**config.mk**
```make
export PLATFORM = sky130hd
export DESIGN_NAME = sensor_bank_edge_tracker
export DESIGN_NICKNAME = d
export VERILOG_FILES = /design/src/sbet_pkg.sv /design/src/sbet_ram.sv /design/src/sensor_bank_edge_tracker.sv
export SDC_FILE = /design/constraint.sdc
export NUM_CORES = 1
export LEC_CHECK = 0
export BUFFER_PORTS_ARGS = -buffer_cell sky130_fd_sc_hd__buf_4
export CAP_MARGIN = 20
export CORE_MARGIN = 10
export CORE_UTILIZATION = 62
export DETAILED_ROUTE_END_ITERATION = 8
export PLACE_DENSITY = 0.84
export SLEW_MARGIN = 10
export SYNTH_ARGS = -nofsm -noshare
export SYNTH_HDL_FRONTEND = slang
export SYNTH_SLANG_ARGS = --single-unit
```
**constraint.sdc**
```tcl
create_clock -name i_clk -period 11.3 [get_ports i_clk]
set_input_delay 0.565 -clock i_clk [delete_from_list [all_inputs] [get_ports i_clk]]
set_output_delay 0.565 -clock i_clk [all_outputs]
set_load 0.02 [all_outputs]
```
**src/sbet_pkg.sv**
```systemverilog
// sbet_pkg: shared types, codes and constants for the sensor bank edge tracker
// no dependencies; used by sensor_bank_edge_tracker
`default_nettype none

package sbet_pkg;

    // default sizes
    localparam int BANKS_DEF       = 5;
    localparam int WATCH_SLOTS_DEF = 5;

    // slot tag registers
    localparam int NUM_TAG_REGS = 5;
    localparam int TAG_W        = 7;
    localparam logic [TAG_W-1:0] TAG_RESET [NUM_TAG_REGS] =
        '{7'd1, 7'd54, 7'd55, 7'd58, 7'd77};

    // field widths
    localparam int BANK_W  = 3;
    localparam int POS_W   = 4;
    localparam int WORD_W  = 16;
    localparam int IDX_W   = 7;
    localparam int SLOT_W  = 3;
    localparam int REQ_W   = 8;
    localparam int TICK_W  = 32;
    localparam int PADDR_W = 5;
    localparam int PDATA_W = 32;

    // operation codes
    localparam logic OP_REPORT   = 1'b0;
    localparam logic OP_REGISTER = 1'b1;

    // result kinds
    localparam logic KIND_TRIGGER = 1'b0;
    localparam logic KIND_HIT     = 1'b1;

    // sequencer states
    typedef enum logic [2:0] {
        ST_IDLE,
        ST_RPT_RD,
        ST_TRIG,
        ST_CHK_RD,
        ST_CHK_ST,
        ST_CHK_EV,
        ST_DONE
    } t_state;

    // one result item without its last flag
    typedef struct packed {
        logic              kind;
        logic [IDX_W-1:0]  sensor_index;
        logic [SLOT_W-1:0] watcher_slot;
        logic [REQ_W-1:0]  hit_requester;
        logic [TICK_W-1:0] hit_tick;
    } t_result;

endpackage

`default_nettype wire

```
**src/sbet_ram.sv**
```systemverilog
// sbet_ram: generic single-write, single-read ram with registered read data
// no dependencies
`default_nettype none

module sbet_ram #(
    parameter int WIDTH = 16,
    parameter int DEPTH = 5,
    localparam int AW   = (DEPTH > 1) ? $clog2(DEPTH) : 1
) (
    input  wire logic             i_clk,
    input  wire logic             i_we,
    input  wire logic [AW-1:0]    i_waddr,
    input  wire logic [WIDTH-1:0] i_wdata,
    input  wire logic [AW-1:0]    i_raddr,
    output logic      [WIDTH-1:0] o_rdata
);

    logic [WIDTH-1:0] r_mem [DEPTH];

    always_ff @(posedge i_clk) begin
        if (i_we) begin
            r_mem[i_waddr] <= i_wdata;
        end
        o_rdata <= r_mem[i_raddr];
    end

endmodule

`default_nettype wire

```
**src/sensor_bank_edge_tracker.sv**
```systemverilog
// sensor_bank_edge_tracker: top level, sequencer around the status and watch rams
// depends on sbet_pkg and sbet_ram
`default_nettype none

//  channel   direction  handshake          payload
//  input     in         i_valid / o_ready  i_operation .. i_sensor_position
//  result    out        o_valid / i_ready  o_kind .. o_last
//  config    in         psel/penable/...   paddr, pwdata, prdata (slot tags)
//
//  one item at a time: accept, the status read of a report, a trigger step per
//  off-to-on edge and one more with no edge left, then per watch slot a skip
//  if disarmed or, if armed, watch ram read, status ram read and evaluate, and
//  a step to close the item
//  reset: synchronous, active low; clears control state, bank valid bits,
//  armed bits and restores the slot tags; a stalled result only holds the
//  sequencer when another result needs the output register

module sensor_bank_edge_tracker #(
    parameter int BANKS       = sbet_pkg::BANKS_DEF,
    parameter int WATCH_SLOTS = sbet_pkg::WATCH_SLOTS_DEF
) (
    input  wire logic                         i_clk,
    input  wire logic                         i_rst_n,
    // input item
    input  wire logic                         i_valid,
    output logic                              o_ready,
    input  wire logic                         i_operation,
    input  wire logic [sbet_pkg::BANK_W-1:0]  i_bank,
    input  wire logic [7:0]                   i_high_byte,
    input  wire logic [7:0]                   i_low_byte,
    input  wire logic                         i_end_of_scan,
    input  wire logic [sbet_pkg::TICK_W-1:0]  i_tick,
    input  wire logic [sbet_pkg::TAG_W-1:0]   i_watcher_tag,
    input  wire logic [sbet_pkg::REQ_W-1:0]   i_requester,
    input  wire logic [sbet_pkg::POS_W-1:0]   i_sensor_position,
    // result item
    output logic                              o_valid,
    input  wire logic                         i_ready,
    output logic                              o_kind,
    output logic      [sbet_pkg::IDX_W-1:0]   o_sensor_index,
    output logic      [sbet_pkg::SLOT_W-1:0]  o_watcher_slot,
    output logic      [sbet_pkg::REQ_W-1:0]   o_hit_requester,
    output logic      [sbet_pkg::TICK_W-1:0]  o_hit_tick,
    output logic                              o_last,
    // configuration port
    input  wire logic                         psel,
    input  wire logic                         penable,
    input  wire logic                         pwrite,
    input  wire logic [sbet_pkg::PADDR_W-1:0] paddr,
    input  wire logic [sbet_pkg::PDATA_W-1:0] pwdata,
    output logic      [sbet_pkg::PDATA_W-1:0] prdata,
    output logic                              pready
);

    localparam int BW  = (BANKS > 1) ? $clog2(BANKS) : 1;
    localparam int SW  = (WATCH_SLOTS > 1) ? $clog2(WATCH_SLOTS) : 1;
    localparam int WRW = sbet_pkg::IDX_W + sbet_pkg::REQ_W;   // watch ram word
    localparam logic [SW-1:0] LAST_SLOT = SW'(WATCH_SLOTS - 1);

    // ---------------- slot tag registers ----------------
    logic [sbet_pkg::TAG_W-1:0] r_tag [WATCH_SLOTS];
    logic [2:0]                 cfg_idx;
    logic                       cfg_wr;

    assign pready  = 1'b1;
    assign cfg_idx = paddr[4:2];
    assign cfg_wr  = psel & penable & pwrite;

    for (genvar g = 0; g < WATCH_SLOTS; g++) begin : g_tag
        if (g < sbet_pkg::NUM_TAG_REGS) begin : g_reg
            always_ff @(posedge i_clk) begin
                if (!i_rst_n) begin
                    r_tag[g] <= sbet_pkg::TAG_RESET[g];
                end else if (cfg_wr && cfg_idx == 3'(g)) begin
                    r_tag[g] <= pwdata[sbet_pkg::TAG_W-1:0];
                end
            end
        end else begin : g_fixed
            // slots past the register list keep tag zero
            assign r_tag[g] = '0;
        end
    end

    // register readback
    always_comb begin
        prdata = '0;
        for (int k = 0; k < WATCH_SLOTS; k++) begin
            if (k < sbet_pkg::NUM_TAG_REGS && cfg_idx == 3'(k)) begin
                prdata = {{(sbet_pkg::PDATA_W - sbet_pkg::TAG_W){1'b0}}, r_tag[k]};
            end
        end
    end

    // ---------------- state ----------------
    sbet_pkg::t_state                r_state, n_state;
    logic [BW-1:0]                   r_bank, n_bank;        // bank of the report
    logic [sbet_pkg::WORD_W-1:0]     r_word, n_word;        // new status word
    logic                            r_eos, n_eos;
    logic [sbet_pkg::TICK_W-1:0]     r_tick, n_tick;
    logic [sbet_pkg::WORD_W-1:0]     r_edge, n_edge;        // off-to-on edges left
    logic [SW-1:0]                   r_slot, n_slot;        // slot under check
    logic [WATCH_SLOTS-1:0]          r_armed, n_armed;
    logic [BANKS-1:0]                r_bank_vld, n_bank_vld; // bank written since reset
    logic                            r_ltv, n_ltv;          // last trigger valid
    logic [sbet_pkg::IDX_W-1:0]      r_lti, n_lti;          // last trigger index
    sbet_pkg::t_result               r_pend, n_pend;        // result held back for last
    logic                            r_pvalid, n_pvalid;
    sbet_pkg::t_result               r_out, n_out;          // output register
    logic                            r_olast, n_olast;
    logic                            r_ovalid, n_ovalid;

    // ram ports
    logic                            st_we;
    logic [BW-1:0]                   st_waddr, st_raddr;
    logic [sbet_pkg::WORD_W-1:0]     st_rdata;
    logic                            wt_we;
    logic [SW-1:0]                   wt_waddr;
    logic [WRW-1:0]                  wt_wdata, wt_rdata;

    // decoded helpers
    logic                            in_acc;
    logic                            bank_ok;
    logic                            rep_live;             // report to a valid bank with a nonzero word
    logic                            tag_hit;
    logic [SW-1:0]                   tag_slot;
    logic                            out_free;
    logic                            emit_ok;
    logic                            edge_any;
    logic [sbet_pkg::POS_W-1:0]      edge_pos;
    logic [sbet_pkg::IDX_W-1:0]      edge_idx;
    logic                            edge_dup;             // same sensor as last trigger
    logic [sbet_pkg::IDX_W-1:0]      w_sens;
    logic [sbet_pkg::REQ_W-1:0]      w_req;
    logic [BW-1:0]                   w_bank;
    logic                            w_on;
    logic                            slot_armed;

    assign in_acc   = i_valid & o_ready;
    assign bank_ok  = {1'b0, i_bank} < 4'(BANKS);
    assign rep_live = bank_ok && ({i_high_byte, i_low_byte} != '0);
    assign out_free = !r_ovalid || i_ready;
    // a new result may be produced if nothing is held back or it can move on
    assign emit_ok  = !r_pvalid || out_free;

    // lowest numbered slot whose tag matches
    always_comb begin
        tag_hit  = 1'b0;
        tag_slot = '0;
        for (int k = 0; k < WATCH_SLOTS; k++) begin
            if (!tag_hit && r_tag[k] == i_watcher_tag) begin
                tag_hit  = 1'b1;
                tag_slot = SW'(k);
            end
        end
    end

    // next edge in position order: position 0 is bit 15 of the word
    always_comb begin
        edge_any = 1'b0;
        edge_pos = '0;
        for (int k = sbet_pkg::WORD_W - 1; k >= 0; k--) begin
            if (!edge_any && r_edge[k]) begin
                edge_any = 1'b1;
                edge_pos = 4'(sbet_pkg::WORD_W - 1 - k);
            end
        end
    end

    assign edge_idx = {3'(r_bank), edge_pos};
    assign edge_dup = r_ltv && (r_lti == edge_idx);

    // watch ram word of the slot under check
    assign w_sens     = wt_rdata[WRW-1 -: sbet_pkg::IDX_W];
    assign w_req      = wt_rdata[sbet_pkg::REQ_W-1:0];
    // bank field sits above the position; armed slots always hold a valid bank
    assign w_bank     = w_sens[sbet_pkg::POS_W +: BW];
    // bit 15 - position, which is the inverted position
    assign w_on       = r_bank_vld[w_bank] & st_rdata[~w_sens[sbet_pkg::POS_W-1:0]];
    assign slot_armed = r_armed[r_slot];

    assign o_ready = (r_state == sbet_pkg::ST_IDLE);

    // ---------------- next state ----------------
    always_comb begin
        n_state = r_state;
        case (r_state)
            sbet_pkg::ST_IDLE: begin
                if (in_acc) begin
                    if (i_operation == sbet_pkg::OP_REGISTER) begin
                        n_state = sbet_pkg::ST_CHK_RD;
                    end else if (rep_live) begin
                        n_state = sbet_pkg::ST_RPT_RD;
                    end else if (i_end_of_scan) begin
                        n_state = sbet_pkg::ST_CHK_RD;
                    end else begin
                        n_state = sbet_pkg::ST_DONE;
                    end
                end
            end
            sbet_pkg::ST_RPT_RD: begin
                n_state = sbet_pkg::ST_TRIG;
            end
            sbet_pkg::ST_TRIG: begin
                if (!edge_any) begin
                    n_state = r_eos ? sbet_pkg::ST_CHK_RD : sbet_pkg::ST_DONE;
                end
            end
            sbet_pkg::ST_CHK_RD: begin
                if (slot_armed) begin
                    n_state = sbet_pkg::ST_CHK_ST;
                end else if (r_slot == LAST_SLOT) begin
                    n_state = sbet_pkg::ST_DONE;
                end
            end
            sbet_pkg::ST_CHK_ST: begin
                n_state = sbet_pkg::ST_CHK_EV;
            end
            sbet_pkg::ST_CHK_EV: begin
                if (!w_on || emit_ok) begin
                    n_state = (r_slot == LAST_SLOT) ? sbet_pkg::ST_DONE
                                                    : sbet_pkg::ST_CHK_RD;
                end
            end
            sbet_pkg::ST_DONE: begin
                if (!r_pvalid || out_free) begin
                    n_state = sbet_pkg::ST_IDLE;
                end
            end
            default: begin
                n_state = sbet_pkg::ST_IDLE;
            end
        endcase
    end

    // ---------------- datapath and ram control ----------------
    always_comb begin
        n_bank     = r_bank;
        n_word     = r_word;
        n_eos      = r_eos;
        n_tick     = r_tick;
        n_edge     = r_edge;
        n_slot     = r_slot;
        n_armed    = r_armed;
        n_bank_vld = r_bank_vld;
        n_ltv      = r_ltv;
        n_lti      = r_lti;
        n_pend     = r_pend;
        n_pvalid   = r_pvalid;
        n_out      = r_out;
        n_olast    = r_olast;
        n_ovalid   = r_ovalid & ~i_ready;

        st_we    = 1'b0;
        st_waddr = r_bank;
        st_raddr = w_bank;
        wt_we    = 1'b0;
        wt_waddr = tag_slot;
        wt_wdata = {i_bank, i_sensor_position, i_requester};

        case (r_state)
            sbet_pkg::ST_IDLE: begin
                // status read of the reported bank goes out now
                st_raddr = i_bank[BW-1:0];
                if (in_acc) begin
                    n_bank = i_bank[BW-1:0];
                    n_word = {i_high_byte, i_low_byte};
                    n_eos  = i_end_of_scan;
                    n_tick = i_tick;
                    n_slot = '0;
                    if (i_operation == sbet_pkg::OP_REGISTER && bank_ok && tag_hit) begin
                        wt_we             = 1'b1;
                        n_armed[tag_slot] = 1'b1;
                    end
                end
            end
            sbet_pkg::ST_RPT_RD: begin
                // old status is zero for a bank never written
                n_edge = r_word & ~(r_bank_vld[r_bank] ? st_rdata : '0);
                st_we  = 1'b1;
                n_bank_vld[r_bank] = 1'b1;
            end
            sbet_pkg::ST_TRIG: begin
                if (edge_any) begin
                    if (edge_dup) begin
                        n_edge[~edge_pos] = 1'b0;
                    end else if (emit_ok) begin
                        n_edge[~edge_pos] = 1'b0;
                        n_ltv = 1'b1;
                        n_lti = edge_idx;
                        if (r_pvalid) begin
                            n_out    = r_pend;
                            n_olast  = 1'b0;
                            n_ovalid = 1'b1;
                        end
                        n_pvalid = 1'b1;
                        n_pend   = '{kind: sbet_pkg::KIND_TRIGGER, sensor_index: edge_idx,
                                     watcher_slot: '0, hit_requester: '0, hit_tick: '0};
                    end
                end
            end
            sbet_pkg::ST_CHK_RD: begin
                if (!slot_armed && r_slot != LAST_SLOT) begin
                    n_slot = r_slot + 1'b1;
                end
            end
            sbet_pkg::ST_CHK_ST: begin
                // watch word is in; status read of its bank goes out
            end
            sbet_pkg::ST_CHK_EV: begin
                if (w_on && emit_ok) begin
                    n_armed[r_slot] = 1'b0;
                    if (r_pvalid) begin
                        n_out    = r_pend;
                        n_olast  = 1'b0;
                        n_ovalid = 1'b1;
                    end
                    n_pvalid = 1'b1;
                    n_pend   = '{kind: sbet_pkg::KIND_HIT, sensor_index: w_sens,
                                 watcher_slot: 3'(r_slot), hit_requester: w_req,
                                 hit_tick: r_tick};
                end
                if ((!w_on || emit_ok) && r_slot != LAST_SLOT) begin
                    n_slot = r_slot + 1'b1;
                end
            end
            sbet_pkg::ST_DONE: begin
                // the held-back result is the final one of the item
                if (r_pvalid && out_free) begin
                    n_out    = r_pend;
                    n_olast  = 1'b1;
                    n_ovalid = 1'b1;
                    n_pvalid = 1'b0;
                end
            end
            default: begin
            end
        endcase
    end

    // ---------------- registers ----------------
    always_ff @(posedge i_clk) begin
        if (!i_rst_n) begin
            r_state    <= sbet_pkg::ST_IDLE;
            r_armed    <= '0;
            r_bank_vld <= '0;
            r_ltv      <= 1'b0;
            r_lti      <= '0;
            r_pvalid   <= 1'b0;
            r_ovalid   <= 1'b0;
            r_slot     <= '0;
        end else begin
            r_state    <= n_state;
            r_armed    <= n_armed;
            r_bank_vld <= n_bank_vld;
            r_ltv      <= n_ltv;
            r_lti      <= n_lti;
            r_pvalid   <= n_pvalid;
            r_ovalid   <= n_ovalid;
            r_slot     <= n_slot;
        end
    end

    always_ff @(posedge i_clk) begin
        r_bank  <= n_bank;
        r_word  <= n_word;
        r_eos   <= n_eos;
        r_tick  <= n_tick;
        r_edge  <= n_edge;
        r_pend  <= n_pend;
        r_out   <= n_out;
        r_olast <= n_olast;
    end

    // ---------------- memories ----------------
    // sensor status, one 16-bit word per bank
    sbet_ram #(
        .WIDTH (sbet_pkg::WORD_W),
        .DEPTH (BANKS)
    ) u_status_ram (
        .i_clk   (i_clk),
        .i_we    (st_we),
        .i_waddr (st_waddr),
        .i_wdata (r_word),
        .i_raddr (st_raddr),
        .o_rdata (st_rdata)
    );

    // watched sensor and requester per slot
    sbet_ram #(
        .WIDTH (WRW),
        .DEPTH (WATCH_SLOTS)
    ) u_watch_ram (
        .i_clk   (i_clk),
        .i_we    (wt_we),
        .i_waddr (wt_waddr),
        .i_wdata (wt_wdata),
        .i_raddr (r_slot),
        .o_rdata (wt_rdata)
    );

    // ---------------- outputs ----------------
    assign o_valid         = r_ovalid;
    assign o_kind          = r_out.kind;
    assign o_sensor_index  = r_out.sensor_index;
    assign o_watcher_slot  = r_out.watcher_slot;
    assign o_hit_requester = r_out.hit_requester;
    assign o_hit_tick      = r_out.hit_tick;
    assign o_last          = r_olast;

endmodule

`default_nettype wire
```
## Word level (Yosys, flattened, before mapping)

Memories as Yosys holds them, arrays and structs flattened. A register that Yosys moved wholly into a read port is not among the register bits.
Index checks and enable logic that the tools add are counted.

| storage, ports and cells | value |
|---|---|
| logic and storage cells | 319 |
| bits in writable memories | 190 |
| register bits | 197 |
| memories | 3 |
| bits of input ports | 116 |

Memory list:

| name | words | width | read ports | clocked after Yosys merged registers in | wr ports | RTL line | RTL |
|---|---|---|---|---|---|---|---|
| u_status_ram.r_mem | 5 | 16 | 1 | 1 | 1 | sbet_ram.sv:18 | `logic [WIDTH-1:0] r_mem [DEPTH];` |
| u_watch_ram.r_mem | 5 | 15 | 1 | 1 | 1 | sbet_ram.sv:18 |  |
| r_tag | 5 | 7 | 5 | 0 | 5 | sensor_bank_edge_tracker.sv:61 | `logic [sbet_pkg::TAG_W-1:0] r_tag [WATCH_SLOTS];` |

| operators by class | value |
|---|---|
| magnitude comparators | 11 |
| reduce and logical (&&, ||, !) cells | 78 |
| bitwise logic cells | 22 |
| muxes and demuxes | 148 |
| equal/unequal tests | 32 |
| $add $sub $neg | 1 |

Operator list:

| cell | count |
|---|---|
| $mux W51 | 10 |
| $pmux W51 S3 | 1 |
| $mux W32 | 4 |
| $pmux W51 S2 | 1 |
| $mux W1 | 72 |
| $mux W16 | 4 |
| $mux W4 | 14 |
| $mux W3 | 18 |
| $eq A7 B7 Y1 | 6 |
| $mux W7 | 6 |
| $logic_and A1 B1 Y1 | 36 |
| $and A16 B16 Y16 | 2 |
| $not A16 Y16 | 2 |
| $pmux W16 S2 | 1 |
| $logic_not A1 Y1 | 23 |
| $pmux W3 S7 | 1 |
| $ne A2 B2 Y1 const B | 10 |
| $lt A3 B4 Y1 const B | 4 |
| $reduce_bool A16 Y1 | 1 |
| $eq A3 B3 Y1 const B | 5 |
| $mux W5 | 3 |
| $eq A3 B2 Y1 const B | 4 |
| $reduce_and A4 Y1 | 3 |
| $lt A4 B5 Y1 const B | 2 |
| 29 further kinds | 59 |

## Longest topological paths before layout

Gate-level depths: netlist (run 1).

| logic depth | value |
|---|---|
| word-level depth | 57 |
| mapped depth | 9 |

## Modules after synthesis

A second synthesis (run 1) with hierarchy kept.

| unflattened totals | value |
|---|---|
| cells, all modules | 1158 |
| area total of the unflattened synthesis | 17027.6 sq um |

By module, submodules not included:

| module | times used | cells an instance | area each (sq um) | seq. area each (sq um) |
|---|---|---|---|---|
| sensor_bank_edge_tracker | 1 | 782 | 10127.2 | 6706.4 |
| sbet_ram (u_status_ram) | 1 | 194 | 3502.1 | 2722.6 |
| sbet_ram (u_watch_ram) | 1 | 182 | 3398.3 | 2552.4 |

## Worst setup path after synthesis (run 1)

OpenSTA, ideal clock, no wires.

| timing path | value |
|---|---|
| path type | reg-to-reg |
| start point | reg r_edge[13] (netlist bit) |
| end point | reg r_pend[0] (netlist bit), enable pin |
| cell stages (with the launch flop) | 7 |
| required time | 10832 ps |
| arrival time | 4181 ps |
| path slack | 6652 ps |
| cell sequence | edfxtp_1 or4_1 nor4_1 o31ai_1 and3_1 o221a_2 o21ai_1 |

| on the way | value |
|---|---|
| longest elaborated chain between the ends | 45 |
| elaborated cells between the ends (all ways) | 60 |
| classes of those cells | 3 x eq/ne; 28 x mux; 29 x reduce/logical |

RTL lines:

| element | RTL line | RTL |
|---|---|---|
| from (decl) | sensor_bank_edge_tracker.sv:100 | `logic [sbet_pkg::WORD_W-1:0] r_edge, n_edge;` |
| from (signal assigned) | sensor_bank_edge_tracker.sv:368 | `r_edge <= n_edge;` |
| $logic_and A1 B1 Y1 (*) | sensor_bank_edge_tracker.sv:162 | `if (!edge_any && r_edge[k]) begin` |
| $mux W1 | sensor_bank_edge_tracker.sv:162 |  |
| $logic_not A1 Y1 | sensor_bank_edge_tracker.sv:162 |  |
| $logic_and A1 B1 Y1 | sensor_bank_edge_tracker.sv:162 |  |
| $mux W1 | sensor_bank_edge_tracker.sv:162 |  |
| $logic_not A1 Y1 | sensor_bank_edge_tracker.sv:162 |  |
| $logic_and A1 B1 Y1 | sensor_bank_edge_tracker.sv:162 |  |
| $mux W1 | sensor_bank_edge_tracker.sv:162 |  |
| [29 not listed] | n/a |  |
| $mux W1 | sensor_bank_edge_tracker.sv:162 |  |
| $logic_not A1 Y1 | sensor_bank_edge_tracker.sv:162 |  |
| $logic_and A1 B1 Y1 | sensor_bank_edge_tracker.sv:162 |  |
| $mux W4 | sensor_bank_edge_tracker.sv:162 |  |
| $eq A7 B7 Y1 | sensor_bank_edge_tracker.sv:170 | `assign edge_dup = r_ltv && (r_lti == edge_idx);` |
| $logic_and A1 B1 Y1 | sensor_bank_edge_tracker.sv:170 |  |
| $ne A2 B2 Y1 (no source line) | n/a |  |
| $reduce_and A5 Y1 (no source line) (*) | n/a |  |
| to (signal assigned) | sensor_bank_edge_tracker.sv:369 | `r_pend <= n_pend;` |
| to (decl) | sensor_bank_edge_tracker.sv:106 | `sbet_pkg::t_result r_pend, n_pend;` |

Mark *: on every way between the ends. The rest lies on a longest branch, timed or not.
A chain may end at the register's enable or synchronous reset.

## Worst setup path in the final report (run 1)

| timing path | value |
|---|---|
| start point | reg r_state[0] |
| end point | reg r_out (netlist bit o_hit_requester[3]), enable pin |

| on the way | value |
|---|---|
| longest elaborated chain between the ends | 3 |
| elaborated cells between the ends (all ways) | 10 |
| classes of those cells | 8 x eq/ne; 2 x reduce/logical |

RTL lines:

| element | RTL line | RTL |
|---|---|---|
| from (decl) | sensor_bank_edge_tracker.sv:95 | `sbet_pkg::t_state r_state, n_state;` |
| from (signal assigned) | sensor_bank_edge_tracker.sv:343 | `r_state <= sbet_pkg::ST_IDLE;` |
| from (signal assigned) | sensor_bank_edge_tracker.sv:352 | `r_state <= n_state;` |
| $eq A3 B3 Y1 or $eq A3 B2 Y1 (tied branches) | sensor_bank_edge_tracker.sv:260 | `case (r_state)` |
| $ne A2 B2 Y1 (no source line) or $reduce_bool A3 Y1 (tied branches) | n/a |  |
| $reduce_and A6 Y1 (no source line) (*) | n/a |  |
| to (signal assigned) | sensor_bank_edge_tracker.sv:370 | `r_out <= n_out;` |
| to (decl) | sensor_bank_edge_tracker.sv:108 | `sbet_pkg::t_result r_out, n_out;` |

Marks and branches as above.

==> flow_summary.yaml, run 1 <==
placed_design:
  gp_congestion: 0.852
  place_hpwl_mm: 23.6
  numPortBuffers: 149
  preCtsSetupSlack_ns: 7.57
  place_area_um2: 18000
worst_setup_path:
  crit_type: "reg2reg"
  slowest_stage: "dfxtp_1"
  crit_arrival_ns: 3.59
  cpMostUsedCell: "nand2_1"
  cp_max_fo: 41
  worst_setup_path_end_kind: "register"
  worstPathCellList: "nor2b_2 -> nand2_1 -> inv_1 -> o211a_4 -> nand2_1 -> a32oi_1 -> and2_2 -> buf_12"
  path_buf_inv: 2
  crit_family: "simple AND/OR/NAND/NOR gates"
  crit_required_ns: 11.52
  worstSetupStartpointType: "register"
  max_stage_delay_ns: 0.61
synth:
  ys_warn_count: 0
  yosysMostFrequentCell: "edfxtp_1"
  yosysSeqAreaShare: 0.720
  synth_seq_cells: 418
  synthTopCellsByArea: "edfxtp_1, dfxtp_1, nand2_1, nand3_1, and3_1"
  syn_avg_cell_area_um2: 13.6
  ys_types: 66
  ys_dominant_reg_cell: "edfxtp_1"
  netlist_area_um2: 16600
  syn_inst: 1224
  synth-edff-count: 361
  async_reset_ff_frac: 0
  synthTopCellsByCount: "edfxtp_1, nand2_1, nand3_1, nor2_1, dfxtp_1"
  synth_top_cell_area_share: 0.651
  yosys.area.top_type: "edfxtp_1"
grt:
  antenna_found_initial: 1
  grt_start_max_net_pins: 56
  grt.total_usage: 0.211
  grt_pass1_vias: 10300
  grt_overflow_total: 0
  grt_pass1_wl_mm: 56.2
sta:
  setup_tns_ns: 0
  fin_crit_sh: 0.298
  setup_viol: 0
  skew_ns: 0.0231
  rsz0062_at_grt: "no"
  setup_slack_ns: 7.93
  fmax_mhz: 297
  max-slew-margin-rel: 0.211
  maxSlewViolCount: 0
  finalHoldViolations: 0
  tightest_slew_ns: 1.17
  final.min_clock_period_ns: 3.37
die:
  start_util: 0.635
  fp.dieH_um: 184
  io_pins: 203
  design.core.area_um2: 26200
  die_x_um: 184
  dieArea_um2: 33800
  rows: 59
drt:
  vias: 10500
  route.detailed.drc: 0
  antenna_left: 0
  wl_per_cell_um: 21.1
  via_per_inst: 6.03
  drt_iter0_markers: 924
  drtPass1Iterations: 5
  drt_wl_total_mm: 36.8
clock_tree:
  cts-buffers-inserted: 40
  cts_tree: "yes"
  holdBufCountCts: 0
  clkSinkCount: 418
  clkSlewWorstSetupHoldPaths_ns: 0.06
  cts_max_path_buffers: 3
  root_buffer: "clkbuf_16"
  insertion_delay_ns: 0.54
  cts_max_level: 2
  ctsResizeCount: 0
  postCtsSetupRepairBufs: 0
power_and_ir_drop:
  vdd_drop_max_uv: 168
  power.total_w: 0.00447
  p_leak_nw: 7.08
  p_per_area_nw_per_um2: 231
final_layout:
  drive_gt1_frac: 0.185
  nNetsFinal: 1492
  areaGrowthSynthToFinish_pct: 16.4
  design_area_um2: 19400
flow_run:
  cap_violations: 0
outcome:
  outcome: "completed"
worst_hold_path:
  hold_class: "in2reg"
[layout by cell type (no fill, tap or decap), types with 36 or more instances in the layout]
| cell | netlist | layout |
|---|---|---|
| clkbuf_16 | 0 | 41 |
| edfxtp_1 | 361 | 361 |
| o21ai_0 | 53 | 53 |
| inv_1 | 36 | 36 |
| dfxtp_1 | 57 | 57 |
| buf_4 | 26 | 166 |
| and3_1 | 46 | 46 |
| nand2_1 | 147 | 147 |
| nand3_1 | 78 | 78 |
| nor2_1 | 61 | 60 |
[stage by stage]
step                hold slack, ns  std cells   util
detailed placement           0.405       1661  0.688
global route                 0.186       1741  0.739
finish                       0.201       1741  0.739
global placement             0.400       1660  0.688
floorplan                    0.400       1248      -
CTS                          0.189       1734  0.737
[logic make-up after synthesis]
logic type               synth area share
AND/OR/NAND/NOR                     0.129
flip-flops                          0.720
AO/OA/AOI/OAI                      0.0624
buffers and inverters              0.0343
XOR/XNOR                           0.0205
multiplexers                       0.0322
adder cells (fa/ha/maj)           0.00150
other                            0.000451
[final cells by class]
class / count / area, um^2
clock buffers: 60 / 1170
inverters: 38 / 143
multi-input cells: 705 / 4260
fillers: 1538 / 6830
well taps: 335 / 419
repair buffers: 171 / 1300
clock inverters: 13 / 104
diodes: 1 / 2.50
flip-flops and latches: 418 / 12000
[routing by layer]
| layer | vias to the layer above | track usage | part of all wire |
|---|---|---|---|
| met5 | - | 0 | 0 |
| met4 | 0 | 0.0675 | 0.023 |
| met3 | 74 | 0.0488 | 0.10 |
| met2 | 584 | 0.357 | 0.49 |
| met1 | 5060 | 0.264 | 0.38 |
| li1 | 4782 | - | - |
[registers in the layout, indices dropped and copies added (netlist names), 3 cells and up]
| name | count |
|---|---|
| r_bank_vld | 5 |
| r_word | 16 |
| r_slot | 3 |
| r_tick | 32 |
| u_watch_ram.o_rdata | 15 |
| u_status_ram.o_rdata | 16 |
| r_tag | 35 |
| r_lti | 7 |
| r_state | 3 |
| o_hit_tick | 32 |
| r_armed | 5 |
| u_watch_ram.r_mem | 75 |
| o_hit_requester | 8 |
| o_watcher_slot | 3 |
| r_pend | 51 |
| r_edge | 16 |
| r_bank | 3 |
| u_status_ram.r_mem | 80 |
| o_sensor_index | 7 |
[power breakdown]
part	switching [W]	internal (W)	total, W
Sequential	0.000183	0.00204	0.00222
Combinational	0.000630	0.000334	0.000964
Clock	0.000545	0.000740	0.00128
[worst reg2reg max path, delay by kind of cell, from the launching register on]
kind,cells,cell delay (ns)
DFF,1,0.61
AOI/OAI and AO/OA,2,0.62
buffers and inverters,2,0.71
and+or+nand+nor,4,1.12
[worst paths after layout]
check | startpoint | end | slack, ns | depth (start not counted)
max | r_state[0]$_SDFFE_PN0P_ | o_hit_requester[3]$_DFFE_PP_ | 7.93 | 8
min | i_tick[6] | r_tick[6]$_DFFE_PP_ | 0.20 | 1
max reg2reg | r_state[0]$_SDFFE_PN0P_ | o_hit_requester[3]$_DFFE_PP_ | 7.93 | 8
min reg2reg | r_pend[31]$_SDFFCE_PN0P_ | o_hit_tick[31]$_DFFE_PP_ | 0.42 | 0
No activity file was read; power rests on OpenSTA's default activity.
==> run 2: changes to the inputs <==
--- a/config.mk
+++ b/config.mk
@@ -5,12 +5,13 @@
 export SDC_FILE = /design/constraint.sdc
 export NUM_CORES = 1
 export LEC_CHECK = 0
+export ABC_AREA = 1
 export BUFFER_PORTS_ARGS = -buffer_cell sky130_fd_sc_hd__buf_4
 export CAP_MARGIN = 20
 export CORE_MARGIN = 10
-export CORE_UTILIZATION = 62
+export CORE_UTILIZATION = 58
 export DETAILED_ROUTE_END_ITERATION = 8
-export PLACE_DENSITY = 0.84
+export PLACE_DENSITY = 0.8
 export SLEW_MARGIN = 10
 export SYNTH_ARGS = -nofsm -noshare
 export SYNTH_HDL_FRONTEND = slang
==> constraint.sdc (replaced) <==
create_clock -name i_clk -period 3.11 [get_ports i_clk]
set_input_delay 0.1555 -clock i_clk [delete_from_list [all_inputs] [get_ports i_clk]]
set_output_delay 0.1555 -clock i_clk [all_outputs]
set_load 0.02 [all_outputs]
==> run 2 against run 1 <==
Combinational power grew to 4.4 times the previous value; die area grew 5.6%; first-iteration DRC count grew 7.6%; core utilization shrank 1.9 points; largest power group unchanged.
==> flow_summary.yaml, run 2 <==
clock_tree:
  root_buffer: "clkbuf_16"
  clkSlewWorstSetupHoldPaths_ns: 0.06
  cts_max_path_buffers: 3
  cts_tree: "yes"
  cts-buffers-inserted: 41
  insertion_delay_ns: 0.54
  clkSinkCount: 418
  cts_max_level: 2
placed_design:
  numPortBuffers: 149
  gp_congestion: 0.937
  place_hpwl_mm: 25.2
drt:
  via_per_inst: 5.63
  antenna_left: 0
  wl_per_cell_um: 19.8
  route.detailed.drc: 0
  drt_iter0_markers: 994
  vias: 11200
  drtPass1Iterations: 8
  drt_wl_total_mm: 39.5
worst_setup_path:
  r2r_cells: 18
  worstSetupStartpointType: "register"
  worst_setup_path_end_kind: "register"
  cp_max_fo: 35
  crit_arrival_ns: 3.03
  regToRegSetupSlack_ns: 0.28
  crit_required_ns: 3.31
  crit_type: "reg2reg"
grt:
  grt_overflow_total: 0
  grt_start_max_net_pins: 53
  antenna_found_initial: 2
  grt.total_usage: 0.213
  grt_pass1_vias: 11300
  grt_pass1_wl_mm: 60.5
die:
  dieArea_um2: 35700
  fp.dieH_um: 189
  design.core.area_um2: 27900
  start_util: 0.592
  die_x_um: 189
  rows: 61
  io_pins: 203
power_and_ir_drop:
  p_leak_nw: 7.59
  power.total_w: 0.0170
  vdd_drop_max_uv: 482
  p_per_area_nw_per_um2: 845
synth:
  synthTopCellsByArea: "edfxtp_1, dfxtp_1, nand2_1, nor2_1, inv_1"
  ys_types: 48
  syn_inst: 1335
  ys_warn_count: 0
  netlist_area_um2: 16500
  synth_seq_cells: 418
  async_reset_ff_frac: 0
  synth-edff-count: 361
  synth_top_cell_area_share: 0.655
  yosys.area.top_type: "edfxtp_1"
  syn_avg_cell_area_um2: 12.4
  yosysMostFrequentCell: "edfxtp_1"
  synthTopCellsByCount: "edfxtp_1, nand2_1, nor2_1, inv_1, o21ai_0"
  yosysSeqAreaShare: 0.724
  ys_dominant_reg_cell: "edfxtp_1"
final_layout:
  mostFrequentLayoutCells: "edfxtp_1, buf_4, nand2_1"
  reg_top3: "u_status_ram.r_mem x80, u_watch_ram.r_mem x75, r_pend x51"
  register_area_um2: 12000
  max_flop_register: "u_status_ram.r_mem"
  nNetsFinal: 1704
  multi_input_area_um2: 3810
  final_common_cell: "edfxtp_1"
  drive_gt1_frac: 0.167
  nFillCells: 1752
  areaGrowthSynthToFinish_pct: 21.7
  largest_register_ffs: 80
sta:
  skew_ns: 0.0124
  max-slew-margin-rel: 0.325
  tightest_slew_ns: 1.00
  rsz0062_at_grt: "no"
  finalHoldViolations: 0
  setup_tns_ns: 0
  fmax_mhz: 354
  final.min_clock_period_ns: 2.83
  setup_viol: 0
  fin_crit_sh: 0.909
  maxSlewViolCount: 0
flow_run:
  cap_violations: 0
worst_hold_path:
  hold_class: "in2reg"
  hold_depth: 3
outcome:
  outcome: "completed"
run 2: final cells by class:
| cell class | count | area share |
|---|---|---|
| Tap cell | 378 | 0.0235 |
| Sequential cell | 418 | 0.595 |
| Antenna cell | 1 | 0.000124 |
| Clock inverter | 20 | 0.00746 |
| Clock buffer | 54 | 0.0544 |
| Inverter | 140 | 0.0264 |
| Multi-Input combinational cell | 732 | 0.189 |
| Timing Repair Buffer | 253 | 0.104 |
run 2: final timing paths:
| path | from | end |
|---|---|---|
| setup / recovery | r_edge[12]$_DFFE_PP_ | r_pend[13]$_SDFFCE_PN0P_ |
| hold / removal | pwdata[6] | r_tag[4][6]$_SDFFCE_PN1P_ |
| setup reg to reg | r_edge[12]$_DFFE_PP_ | r_pend[13]$_SDFFCE_PN0P_ |
| hold reg to reg | r_pend[15]$_SDFFCE_PN0P_ | o_hit_tick[15]$_DFFE_PP_ |
run 2: power breakdown:
part           leakage, nW  switching [W]  total [W]  internal (W)
clock network        0.602        0.00203    0.00462       0.00259
registers             3.81       0.000607    0.00812       0.00751
logic                 3.17        0.00287    0.00427       0.00140
total                 7.59        0.00551     0.0170        0.0115
run 2: stage by stage:
step	cells	hold WS, ns	setup slack, ns	util	area, um^2
floorplan	1359	0.254	0.0248	-	16700
global route	1996	0.0119	0.0456	0.721	20100
detailed placement	1851	0.335	0.205	0.651	18200
CTS	1995	0.000212	0.157	0.720	20100
global placement	1851	0.334	0.276	0.651	18200
finish	1996	0.0106	0.283	0.721	20100
run 2: what timing repair did:
| action | in CTS | in global routing |
|---|---|---|
| endpoints found under the hold margin | 149 | 0 |
| setup buffers | 0 | 0 |
| resized for setup | 0 | 1 |
| hold buffers | 70 | 0 |
| setup endpoints to repair | 0 | 35 |
run 2: routing by layer:
metal | global-route usage | part of all wire
met4 | 0.0699 | 0.026
met5 | 0 | 0.00033
met1 | 0.266 | 0.39
met2 | 0.365 | 0.50
met3 | 0.0426 | 0.086
run 2: cells by family (layout without fill, tap and decap cells):
group                      count (synthesis)  count (layout)  synth area share
and+or+nand+nor                          455             455             0.121
buffers and inverters                    209             467            0.0542
DFF                                      418             418             0.724
other                                      2              27          0.000454
AOI/OAI and AO/OA                        216             216            0.0812
adders and majority gates                  2               2           0.00151
xor gates and xnor gates                  33              33            0.0175
run 2: worst max-delay path, cell delays in order, from the launching register on:
cell and delay (ns):
edfxtp_1 0.40, nor2_2 0.18, nand3_2 0.13, nor2_4 0.15, nand4_4 0.10, nor2_2 0.14
nand4_2 0.14, nor2_4 0.14, o21ai_2 0.11, nand2_1 0.11, nand2_1 0.06, nand2_1 0.08
nor2_2 0.06, nand2_4 0.10, o21ai_4 0.08, inv_2 0.08, nand2_2 0.06, clkinvlp_4 0.08
buf_6 0.29
==> run 3: changes to the inputs <==
--- a/config.mk
+++ b/config.mk
@@ -5,13 +5,12 @@
 export SDC_FILE = /design/constraint.sdc
 export NUM_CORES = 1
 export LEC_CHECK = 0
-export ABC_AREA = 1
 export BUFFER_PORTS_ARGS = -buffer_cell sky130_fd_sc_hd__buf_4
 export CAP_MARGIN = 20
 export CORE_MARGIN = 10
-export CORE_UTILIZATION = 58
+export CORE_UTILIZATION = 52
 export DETAILED_ROUTE_END_ITERATION = 8
-export PLACE_DENSITY = 0.8
+export PLACE_DENSITY = 0.75
 export SLEW_MARGIN = 10
 export SYNTH_ARGS = -nofsm -noshare
 export SYNTH_HDL_FRONTEND = slang
==> constraint.sdc (replaced) <==
create_clock -name i_clk -period 2.3 [get_ports i_clk]
set_input_delay 0.115 -clock i_clk [delete_from_list [all_inputs] [get_ports i_clk]]
set_output_delay 0.115 -clock i_clk [all_outputs]
set_load 0.005 [all_outputs]
==> run 3 against run 2 <==
The run now ends with negative setup slack left; sequential power grew 33%; via count shrank 1.6%; hold slack gained 0.073 ns; register-to-register slack lost 0.68 ns; setup slack lost 0.68 ns; global-route usage shrank 1.8 points.
==> flow_summary.yaml, run 3 (synthesis results as in run 1) <==
power_and_ir_drop:
  seqPwrFrac: 0.457
  p_leak_nw: 7.90
  clkPwrFrac: 0.283
  p_sw_frac: 0.297
  p_switching_w: 0.00700
  p_int_w: 0.0166
  vdd_drop_max_uv: 782
  pwr-share-comb: 0.260
  p_per_area_nw_per_um2: 1110
worst_setup_path:
  crit_required_ns: 2.53
  worstSetupStartpointType: "register"
  r2r_cells: 8
  crit_type: "reg2reg"
  cp_max_fo: 16
  worst_setup_path_end_kind: "register"
  crit_arrival_ns: 2.92
drt:
  wl_per_cell_um: 20.0
  drtPass1Iterations: 8
  via_per_inst: 5.61
  drt_wl_total_mm: 39.3
  drt_iter0_markers: 951
  antenna_left: 0
  vias: 11100
  route.detailed.drc: 0
clock_tree:
  insertion_delay_ns: 0.55
  cts_max_level: 2
  cts-buffers-inserted: 42
  clkSlewWorstSetupHoldPaths_ns: 0.06
  cts_tree: "yes"
  root_buffer: "clkbuf_16"
  cts_max_path_buffers: 3
  clkSinkCount: 418
sta:
  skew_ns: 0.0344
  maxSlewViolCount: 0
  setup_viol: 129
  fin_crit_sh: 1.17
  finalHoldViolations: 0
  whs_ns: 0.0841
  max-slew-margin-rel: 0.544
  fmax_mhz: 371
  final.min_clock_period_ns: 2.69
  rsz0062_at_grt: "yes"
  tightest_slew_ns: 0.684
  setup_slack_ns: -0.394
die:
  start_util: 0.527
  design.core.area_um2: 31600
  die_x_um: 199
  fp.dieH_um: 199
  rows: 65
  io_pins: 203
  dieArea_um2: 39600
placed_design:
  gp_congestion: 0.899
  place_area_um2: 18900
  place_hpwl_mm: 25.5
  numPortBuffers: 149
outcome:
  outcome: "complete, but fails checks"
  violations: "negative setup slack"
grt:
  grt.total_usage: 0.195
  grt_pass1_wl_mm: 60.8
  grt_pass1_vias: 11000
  grt_start_max_net_pins: 45
  antenna_found_initial: 2
  grt_overflow_total: 0
final_layout:
  drive_gt1_frac: 0.242
  max_flop_register: "u_status_ram.r_mem"
  mostFrequentLayoutCells: "edfxtp_1, buf_4, nand2_1"
  reg_top3: "u_status_ram.r_mem x80, u_watch_ram.r_mem x75, r_pend x51"
  nNetsFinal: 1653
  areaGrowthSynthToFinish_pct: 27.5
  largest_register_ffs: 80
  final_common_cell: "edfxtp_1"
  design_area_um2: 21200
flow_run:
  cap_violations: 0
worst_hold_path:
  hold_class: "in2reg"
  hold_depth: 2
-- run 3: metrics by stage --
step	power [W]	TNS, ns	setup slack, ns	instances	utilization
after floorplan	0.0138	-64.50	-0.682	1248	-
after global placement	0.0160	-31.24	-0.297	1807	0.598
after detailed placement	0.0162	-43.27	-0.392	1807	0.598
after CTS	0.0237	-34.58	-0.367	1973	0.671
after global routing	0.0246	-51.93	-0.458	1971	0.672
final	0.0236	-39.13	-0.394	1971	0.672
-- run 3: cell type report --
cell class                 instances  area [um^2]
tap                              402          503
multi-input combinational        705         4400
clock inverter                    17          199
inverter                          38          143
sequential                       418        12000
antenna                            1         2.50
fill                            2082        10300
timing repair buffer             330         2820
clock buffer                      60         1160
-- run 3: repair_timing --
item | CTS | global route
hold buffers | 71 | 0
pin swaps | 11 | 8
endpoints found under the setup margin | 132 | 154
endpoints found under the hold margin | 154 | 0
buffers inserted | 17 | 3
gates cloned | 1 | 0
resized for setup | 28 | 17
-- run 3: path summary, 6_finish.rpt --
path / from / end / slack, ns
setup / recovery: r_edge[8]$_DFFE_PP_ / r_edge[15]$_DFFE_PP_ / -0.39
setup reg to reg: r_edge[8]$_DFFE_PP_ / r_edge[15]$_DFFE_PP_ / -0.39
hold reg to reg: r_pend[37]$_SDFFCE_PN0P_ / o_hit_requester[5]$_DFFE_PP_ / 0.41
hold / removal: paddr[3] / r_tag[0][5]$_SDFFCE_PN0P_ / 0.08
-- run 3: metal layers --
layer,up-vias,part of all wire,global-route usage
li1,5115,-,-
met1,5364,0.40,0.253
met2,515,0.49,0.328
met3,62,0.094,0.0411
met4,0,0.017,0.0469
met5,-,0,0
-- run 3: worst max-delay path, cell delays in order, from the launching register on --
cell and delay (ns):
edfxtp_1 0.43, or4_4 0.59, nor4_2 0.27, nand3_1 0.12, a31oi_2 0.21, o221a_4 0.25
o211ai_1 0.16, a21oi_4 0.19, buf_12 0.16
-- run 3: power groups by stage --
stage	sequential, W	clock [W]	combinational [W]
finish	0.0108	0.00667	0.00612
global route	0.0109	0.00708	0.00667
CTS	0.0107	0.00677	0.00616
detailed placement	0.0109	0	0.00538
global placement	0.0108	0	0.00526
floorplan	0.0106	0	0.00320
